`src/rtl/base64_stream_encoder_macros.svh`:
```
// ----------------------------------------------------------------------------
// Base64 stream encoder assertion macros
// Shared property forms for the encoder's concurrent checks.
// ----------------------------------------------------------------------------
`ifndef BASE64_STREAM_ENCODER_MACROS_SVH
`define BASE64_STREAM_ENCODER_MACROS_SVH

// The consequent holds in the same cycle as the antecedent.
`define B64E_ASSERT_SAME(lbl, clk, rst_n, ante, cons, msg) \
    lbl: assert property (@(posedge clk) disable iff (!rst_n) (ante) |-> (cons)) \
        else $error(msg);

// The consequent holds in the cycle after the antecedent.
`define B64E_ASSERT_NEXT(lbl, clk, rst_n, ante, cons, msg) \
    lbl: assert property (@(posedge clk) disable iff (!rst_n) (ante) |=> (cons)) \
        else $error(msg);

`endif

```
`src/rtl/b64e_pkg.sv`:
```
// ----------------------------------------------------------------------------
// Base64 stream encoder package
// Payload types, character job type, constants and the alphabet function.
// ----------------------------------------------------------------------------
package b64e_pkg;

    localparam int MAX_CHARS       = 4;
    localparam int CHAR_IDX_W      = $clog2(MAX_CHARS);
    localparam int QUEUE_DEPTH_DEF = 2;

    localparam logic [7:0] PAD_CHAR = 8'h3D;

    typedef struct packed {
        logic [7:0] data_byte;
        logic       final_byte;
    } byte_item_t;

    typedef struct packed {
        logic [7:0] out_char;
        logic       run_end;
        logic       stream_end;
    } char_item_t;

    typedef struct packed {
        logic [MAX_CHARS-1:0][7:0] chars;
        logic [CHAR_IDX_W-1:0]     last_idx;
        logic                      final_byte;
    } char_job_t;

    typedef enum logic [1:0] {
        PH_FIRST  = 2'd0,
        PH_SECOND = 2'd1,
        PH_THIRD  = 2'd2
    } group_phase_t;

    function automatic logic [7:0] enc6(input logic [5:0] v);
        logic [7:0] c;
        begin
            case (v) inside
                [6'd0:6'd25]:  c = 8'h41 + {2'b00, v};
                [6'd26:6'd51]: c = 8'h61 + {2'b00, v} - 8'd26;
                [6'd52:6'd61]: c = 8'h30 + {2'b00, v} - 8'd52;
                6'd62:         c = 8'h2B;
                default:       c = 8'h2F;
            endcase
            return c;
        end
    endfunction

endpackage

```
`src/rtl/b64e_front.sv`:
```
// ----------------------------------------------------------------------------
// Base64 encoder front end
// Accepts raw bytes, tracks the group phase and carried bits, and turns
// each byte into a job of one to four output characters.
// ----------------------------------------------------------------------------
module b64e_front
    import b64e_pkg::*;
(
    input  logic       clk,
    input  logic       rst_n,
    input  logic       byte_valid,
    output logic       byte_ready,
    input  byte_item_t byte_item,
    input  logic       queue_full,
    output logic       push,
    output char_job_t  push_job
);

    group_phase_t phase_reg, phase_next;
    logic [3:0]   carry_reg, carry_next;
    logic [7:0]   b;
    logic         fin;

    assign b          = byte_item.data_byte;
    assign fin        = byte_item.final_byte;
    assign byte_ready = !queue_full;
    assign push       = byte_valid && byte_ready;

    always_comb
    begin
        case (phase_reg)
            PH_SECOND:
            begin
                carry_next = b[3:0];
                phase_next = PH_THIRD;
            end
            PH_THIRD:
            begin
                carry_next = 4'd0;
                phase_next = PH_FIRST;
            end
            default:
            begin
                carry_next = {2'b00, b[1:0]};
                phase_next = PH_SECOND;
            end
        endcase
        if (fin)
        begin
            carry_next = 4'd0;
            phase_next = PH_FIRST;
        end
    end

    always_comb
    begin
        push_job.chars      = {MAX_CHARS{PAD_CHAR}};
        push_job.final_byte = fin;
        case (phase_reg)
            PH_SECOND:
            begin
                push_job.chars[0] = enc6({carry_reg[1:0], b[7:4]});
                push_job.chars[1] = enc6({b[3:0], 2'b00});
                push_job.last_idx = fin ? CHAR_IDX_W'(2) : CHAR_IDX_W'(0);
            end
            PH_THIRD:
            begin
                push_job.chars[0] = enc6({carry_reg, b[7:6]});
                push_job.chars[1] = enc6(b[5:0]);
                push_job.last_idx = CHAR_IDX_W'(1);
            end
            default:
            begin
                push_job.chars[0] = enc6(b[7:2]);
                push_job.chars[1] = enc6({b[1:0], 4'b0000});
                push_job.last_idx = fin ? CHAR_IDX_W'(3) : CHAR_IDX_W'(0);
            end
        endcase
    end

    always_ff @(posedge clk or negedge rst_n)
    begin
        if (!rst_n)
        begin
            phase_reg <= PH_FIRST;
            carry_reg <= 4'd0;
        end
        else if (push)
        begin
            phase_reg <= phase_next;
            carry_reg <= carry_next;
        end
    end

endmodule

```
`src/rtl/b64e_queue.sv`:
```
// ----------------------------------------------------------------------------
// Base64 encoder job queue
// Short first-in first-out store of character jobs between the front end
// and the back end.
// ----------------------------------------------------------------------------
module b64e_queue
    import b64e_pkg::*;
#(
    parameter int DEPTH = QUEUE_DEPTH_DEF
)
(
    input  logic      clk,
    input  logic      rst_n,
    input  logic      push,
    input  char_job_t push_job,
    output logic      full,
    input  logic      pop,
    output logic      head_valid,
    output char_job_t head_job
);

    localparam int PTR_W = (DEPTH > 1) ? $clog2(DEPTH) : 1;
    localparam int CNT_W = $clog2(DEPTH + 1);

    char_job_t        mem_reg [DEPTH];
    logic [PTR_W-1:0] wr_ptr_reg, wr_ptr_next;
    logic [PTR_W-1:0] rd_ptr_reg, rd_ptr_next;
    logic [CNT_W-1:0] count_reg, count_next;

    assign full       = (count_reg == CNT_W'(DEPTH));
    assign head_valid = (count_reg != '0);
    assign head_job   = mem_reg[rd_ptr_reg];

    always_comb
    begin
        wr_ptr_next = (wr_ptr_reg == PTR_W'(DEPTH - 1)) ? '0 : wr_ptr_reg + 1'b1;
        rd_ptr_next = (rd_ptr_reg == PTR_W'(DEPTH - 1)) ? '0 : rd_ptr_reg + 1'b1;
        count_next  = count_reg;
        if (push && !pop)
        begin
            count_next = count_reg + 1'b1;
        end
        else if (pop && !push)
        begin
            count_next = count_reg - 1'b1;
        end
    end

    always_ff @(posedge clk)
    begin
        if (push)
        begin
            mem_reg[wr_ptr_reg] <= push_job;
        end
    end

    always_ff @(posedge clk or negedge rst_n)
    begin
        if (!rst_n)
        begin
            wr_ptr_reg <= '0;
            rd_ptr_reg <= '0;
            count_reg  <= '0;
        end
        else
        begin
            if (push)
            begin
                wr_ptr_reg <= wr_ptr_next;
            end
            if (pop)
            begin
                rd_ptr_reg <= rd_ptr_next;
            end
            count_reg <= count_next;
        end
    end

endmodule

```
`src/rtl/b64e_back.sv`:
```
// ----------------------------------------------------------------------------
// Base64 encoder back end
// Steps through the characters of the job at the queue head and presents
// them one per cycle from an output register while char_ready is high.
// ----------------------------------------------------------------------------
`include "base64_stream_encoder_macros.svh"

module b64e_back
    import b64e_pkg::*;
(
    input  logic       clk,
    input  logic       rst_n,
    input  logic       head_valid,
    input  char_job_t  head_job,
    output logic       pop,
    output logic       char_valid,
    input  logic       char_ready,
    output char_item_t char_item
);

    logic [CHAR_IDX_W-1:0] idx_reg, idx_next;
    logic                  out_valid_reg, out_valid_next;
    char_item_t            out_item_reg, out_item_next;
    logic                  load;
    logic                  is_last;

    assign load    = head_valid && (!out_valid_reg || char_ready);
    assign is_last = (idx_reg == head_job.last_idx);
    assign pop     = load && is_last;

    always_comb
    begin
        out_valid_next = out_valid_reg;
        out_item_next  = out_item_reg;
        idx_next       = idx_reg;
        if (load)
        begin
            out_valid_next           = 1'b1;
            out_item_next.out_char   = head_job.chars[idx_reg];
            out_item_next.run_end    = is_last;
            out_item_next.stream_end = is_last && head_job.final_byte;
            idx_next                 = is_last ? '0 : idx_reg + 1'b1;
        end
        else if (char_ready)
        begin
            out_valid_next = 1'b0;
        end
    end

    always_ff @(posedge clk or negedge rst_n)
    begin
        if (!rst_n)
        begin
            out_valid_reg <= 1'b0;
            idx_reg       <= '0;
        end
        else
        begin
            out_valid_reg <= out_valid_next;
            idx_reg       <= idx_next;
        end
    end

    always_ff @(posedge clk)
    begin
        out_item_reg <= out_item_next;
    end

    assign char_valid = out_valid_reg;
    assign char_item  = out_item_reg;

    `B64E_ASSERT_SAME(a_stream_end_closes_run, clk, rst_n, char_valid && char_item.stream_end, char_item.run_end, "stream end without run end")
    `B64E_ASSERT_NEXT(a_pop_rewinds_index, clk, rst_n, pop, idx_reg == '0, "index not rewound after pop")
    `B64E_ASSERT_SAME(a_index_in_job, clk, rst_n, head_valid, idx_reg <= head_job.last_idx, "index beyond job length")
    `B64E_ASSERT_SAME(a_idle_index_zero, clk, rst_n, !head_valid, idx_reg == '0, "index moved without a job")

endmodule

```
`src/rtl/base64_stream_encoder.sv`:
```
// ----------------------------------------------------------------------------
// Base64 stream encoder
// Encodes a byte stream into standard base64 characters with '=' padding.
// ----------------------------------------------------------------------------
// Each request carries one raw byte and a flag on the last byte of a stream.
// The front end takes a byte whenever the job queue has room and turns it
// into one or two characters (two to four on the last byte, padded when its
// group is incomplete); the back end sends them out one per cycle from an
// output register while the consumer holds char_ready high. The output
// register is the bottleneck: a full three-byte group yields four characters.
// A byte's first character passes through the job queue and then the output
// register before it is offered. The queue depth sets how far the input runs
// ahead of a stalled output.
module base64_stream_encoder
    import b64e_pkg::*;
#(
    parameter int QUEUE_DEPTH = QUEUE_DEPTH_DEF
)
(
    input  logic       clk,
    input  logic       rst_n,
    input  logic       byte_valid,
    output logic       byte_ready,
    input  byte_item_t byte_item,
    output logic       char_valid,
    input  logic       char_ready,
    output char_item_t char_item
);

    logic      push;
    logic      pop;
    logic      queue_full;
    logic      head_valid;
    char_job_t push_job;
    char_job_t head_job;

    b64e_front u_front (
        .clk        (clk),
        .rst_n      (rst_n),
        .byte_valid (byte_valid),
        .byte_ready (byte_ready),
        .byte_item  (byte_item),
        .queue_full (queue_full),
        .push       (push),
        .push_job   (push_job)
    );

    b64e_queue #(
        .DEPTH (QUEUE_DEPTH)
    ) u_queue (
        .clk        (clk),
        .rst_n      (rst_n),
        .push       (push),
        .push_job   (push_job),
        .full       (queue_full),
        .pop        (pop),
        .head_valid (head_valid),
        .head_job   (head_job)
    );

    b64e_back u_back (
        .clk        (clk),
        .rst_n      (rst_n),
        .head_valid (head_valid),
        .head_job   (head_job),
        .pop        (pop),
        .char_valid (char_valid),
        .char_ready (char_ready),
        .char_item  (char_item)
    );

endmodule
```
`config.mk`:
```
export PLATFORM = sky130hd
export DESIGN_NAME = base64_stream_encoder
export DESIGN_NICKNAME = d
export VERILOG_FILES = /design/src/rtl/b64e_pkg.sv /design/src/rtl/b64e_front.sv /design/src/rtl/b64e_queue.sv /design/src/rtl/b64e_back.sv /design/src/rtl/base64_stream_encoder.sv
export VERILOG_INCLUDE_DIRS = /design/src /design/src/rtl
export SDC_FILE = /design/constraint.sdc
export NUM_CORES = 1
export LEC_CHECK = 0
export BUFFER_PORTS_ARGS = -buffer_cell sky130_fd_sc_hd__buf_2
export CAP_MARGIN = 20
export CELL_PAD_IN_SITES_DETAIL_PLACEMENT = 1
export CELL_PAD_IN_SITES_GLOBAL_PLACEMENT = 1
export CORE_MARGIN = 2
export CORE_UTILIZATION = 49
export DETAILED_ROUTE_END_ITERATION = 8
export PLACE_DENSITY_LB_ADDON = 0.3
export SYNTH_ARGS = -nofsm -noshare
export SYNTH_HDL_FRONTEND = slang
export SYNTH_SLANG_ARGS = --single-unit
```
`constraint.sdc`:
```
create_clock -name clk -period 2.9 [get_ports clk]
set_input_delay 0.435 -clock clk [delete_from_list [all_inputs] [get_ports clk]]
set_output_delay 0.435 -clock clk [all_outputs]
set_load 0.03 [all_outputs]
```
==> results.sh <==
export IMPL_remaining_drc_errors=0
export IMPL_cts_sinks=61
export IMPL_die_h_microns=105
export IMPL_hpwl_microns=13400
export IMPL_worstPathMaxFanout=10
export IMPL_rsz0062_at_grt="false"
export IMPL_drtIter0Drc=413
export IMPL_finalPower_uw=5320
export IMPL_final_core_util=0.595
export IMPL_grt_overflow=0
export IMPL_layout_drive_gt1_share=0.209
export IMPL_vias=4800
export IMPL_p_leak_uw=0.00227
export IMPL_syn_nets=596
export IMPL_dr_pass1_iters=5
export IMPL_gp_congestion=0.970
export IMPL_worstPathRequired_ps=3070
export IMPL_powerDensity_nw_per_um2=907
export IMPL_antenna_found_initial=0
export IMPL_finalMaxSlewViolations=0
export IMPL_grt_pass1_vias=5020
export IMPL_nets=663
export IMPL_skew_ps=10.4
export IMPL_ys_ff_latch=61
export IMPL_largest_reg_flops=38
export IMPL_postLayoutCellArea_sq_um=5870
export IMPL_drv_cap=0
export IMPL_fmax_ghz=0.356
export IMPL_synthCells=546
export IMPL_cts_tree="done"
export IMPL_synth_area_per_cell_sq_um=9.17
export IMPL_grt_pass1_wl_microns=28200
export IMPL_cts_max_level=3
export IMPL_diodes=0
export IMPL_fin_crit_ps=2810
export IMPL_synth_edf_count=48
export IMPL_syn_area_sq_um=5010
export IMPL_crit_type="input port to flop"
export IMPL_outcome="finished, final reports clean"
export IMPL_cts_buffer_depth=2
export IMPL_clkTransAtPathRegs_ps=80
export IMPL_setup_viol=0
export IMPL_post_drt_via_cell_ratio=6.39
export IMPL_grt_use_total=0.331
export IMPL_wl_per_cell_microns=23.6
export IMPL_place_area_sq_um=5630
export IMPL_clock_latency_ps=340
export IMPL_routed_wl_microns=17700
export IMPL_async_reset_ff_frac=0.213
export IMPL_fin_setup_tns_ps=0
export IMPL_synth_warnings=0
export IMPL_cts_buffers=9
export IMPL_dominantRegCellSynth="edfxtp_1"
export IMPL_cp_start_kind="input port"
export IMPL_coreArea_sq_um=9860
export IMPL_post_cts_buffers=0
export IMPL_ant_nets=0
export IMPL_grt_max_degree=20
export IMPL_start_util=0.508
export IMPL_ios=25
export IMPL_syn_to_final_growth_pct=17.2
export IMPL_port_buffers=24
export IMPL_min_path_type="input port to flop"
export IMPL_clockRootBuffer="clkbuf_8"
export IMPL_cp_end_kind="flop"
export IMPL_slew_headroom=0.382
export IMPL_period_share=0.968
export IMPL_worstMarginPinSlew_ps=928
export IMPL_fp_row_count=36
export IMPL_hold_viol=0
export IMPL_die_area_sq_um=11000
export IMPL_die_w_microns=105
export IMPL_crit_arrival_ps=2980
export IMPL_synth_cell_types=67
export IMPL_synth_seq_area_share=0.353
export IMPL_peakVddDrop_mv=0.496
## power breakdown
group	switching [uW]	leakage, uW	internal (uW)
sequential	234	0.000612	1460
combinational	1670	0.00155	1100
clock	372	0.000110	488
## final cells by class
| cell class | instances | area, sq um |
|---|---|---|
| Sequential cell | 61 | 1770 |
| Clock buffer | 9 | 124 |
| Fill cell | 1171 | 3990 |
| Inverter | 22 | 82.6 |
| Tap cell | 133 | 166 |
| Timing Repair Buffer | 91 | 626 |
| Multi-Input combinational cell | 428 | 3010 |
| Clock inverter | 7 | 98.8 |
## path summary, 6_finish.rpt
check	start	endpoint	slack, ps	cells after the start
setup / recovery	byte_item[4]	u_queue.mem_reg[0][18]	90	11
hold / removal	char_ready	u_back.char_valid	370	3
setup reg to reg	u_front.carry_reg[1]	u_queue.mem_reg[1][9]	150	10
hold reg to reg	u_back.char_valid	u_back.char_valid	510	2
max in group asynchronous	rst_n	u_queue.wr_ptr_reg	2140	2
min in group asynchronous	rst_n	u_back.char_valid	510	2
## critical path: stages
cell	delay (ps)
buf_2	230
inv_1	120
buf_4	190
ha_1	280
a21oi_1	440
nand2_1	90
a21boi_0	440
a32oi_1	220
o22ai_1	220
a31oi_1	80
nor2_1	220
## what timing repair did
action                                  CTS  global route
gates resized for setup                   0             2
hold endpoints to repair                 13             0
endpoints found under the setup margin    0             4
hold buffers                              1             0
## placed cells by master (no fill, tap or decap), types with 13 or more instances in the layout
cell / n
buf_2: 24
buf_4: 66
nand3_1: 20
inv_1: 18
nand2_1: 66
xnor2_1: 24
nor2_1: 27
a21oi_1: 29
o21ai_0: 41
nor2b_1: 14
edfxtp_1: 48
ha_1: 37
dfrtp_1: 13
## Yosys cell counts (11+ instances only)
cell	n	area share
nand2_1	66	0.049
inv_1	18	0.013
edfxtp_1	48	0.29
o21ai_0	41	0.041
nand3_1	20	0.020
xnor2_1	24	0.042
dfrtp_1	13	0.065
nor2_1	27	0.020
nor3_1	12	0.012
a21oi_1	29	0.029
ha_1	37	0.092
nor2b_1	14	0.017
buf_2	11	0.011
clkbuf_1	19	0.014
## stage by stage
| stage | setup slack [ps] | instances | hold WS [ps] |
|---|---|---|---|
| 3_3_place_gp | -120 | 734 | 333 |
| 3_5_place_dp | -158 | 734 | 348 |
| 4_1_cts | 163 | 751 | 364 |
| 6_report | 93.8 | 751 | 368 |
| 5_1_grt | 1.92 | 751 | 391 |
| 2_1_floorplan | 147 | 546 | 139 |
## routing by layer
layer  vias to the layer above  GRT usage  share of wire
met2                       216      0.560           0.49
met1                      2361      0.430           0.42
li1                       2179          -              -
met5                         -          0              0
met3                        44     0.0430          0.061
met4                         0      0.130          0.031
## logic make-up after synthesis
family | after synthesis | share of synthesized area
muxes | 13 | 0.0460
adders and majority gates | 37 | 0.0924
AOI/OAI and AO/OA | 168 | 0.233
xor gates and xnor gates | 32 | 0.0560
buffers and inverters | 57 | 0.0485
and+or+nand+nor | 178 | 0.172
DFF | 61 | 0.353
Note: power is estimated with default switching activity, not from simulation.
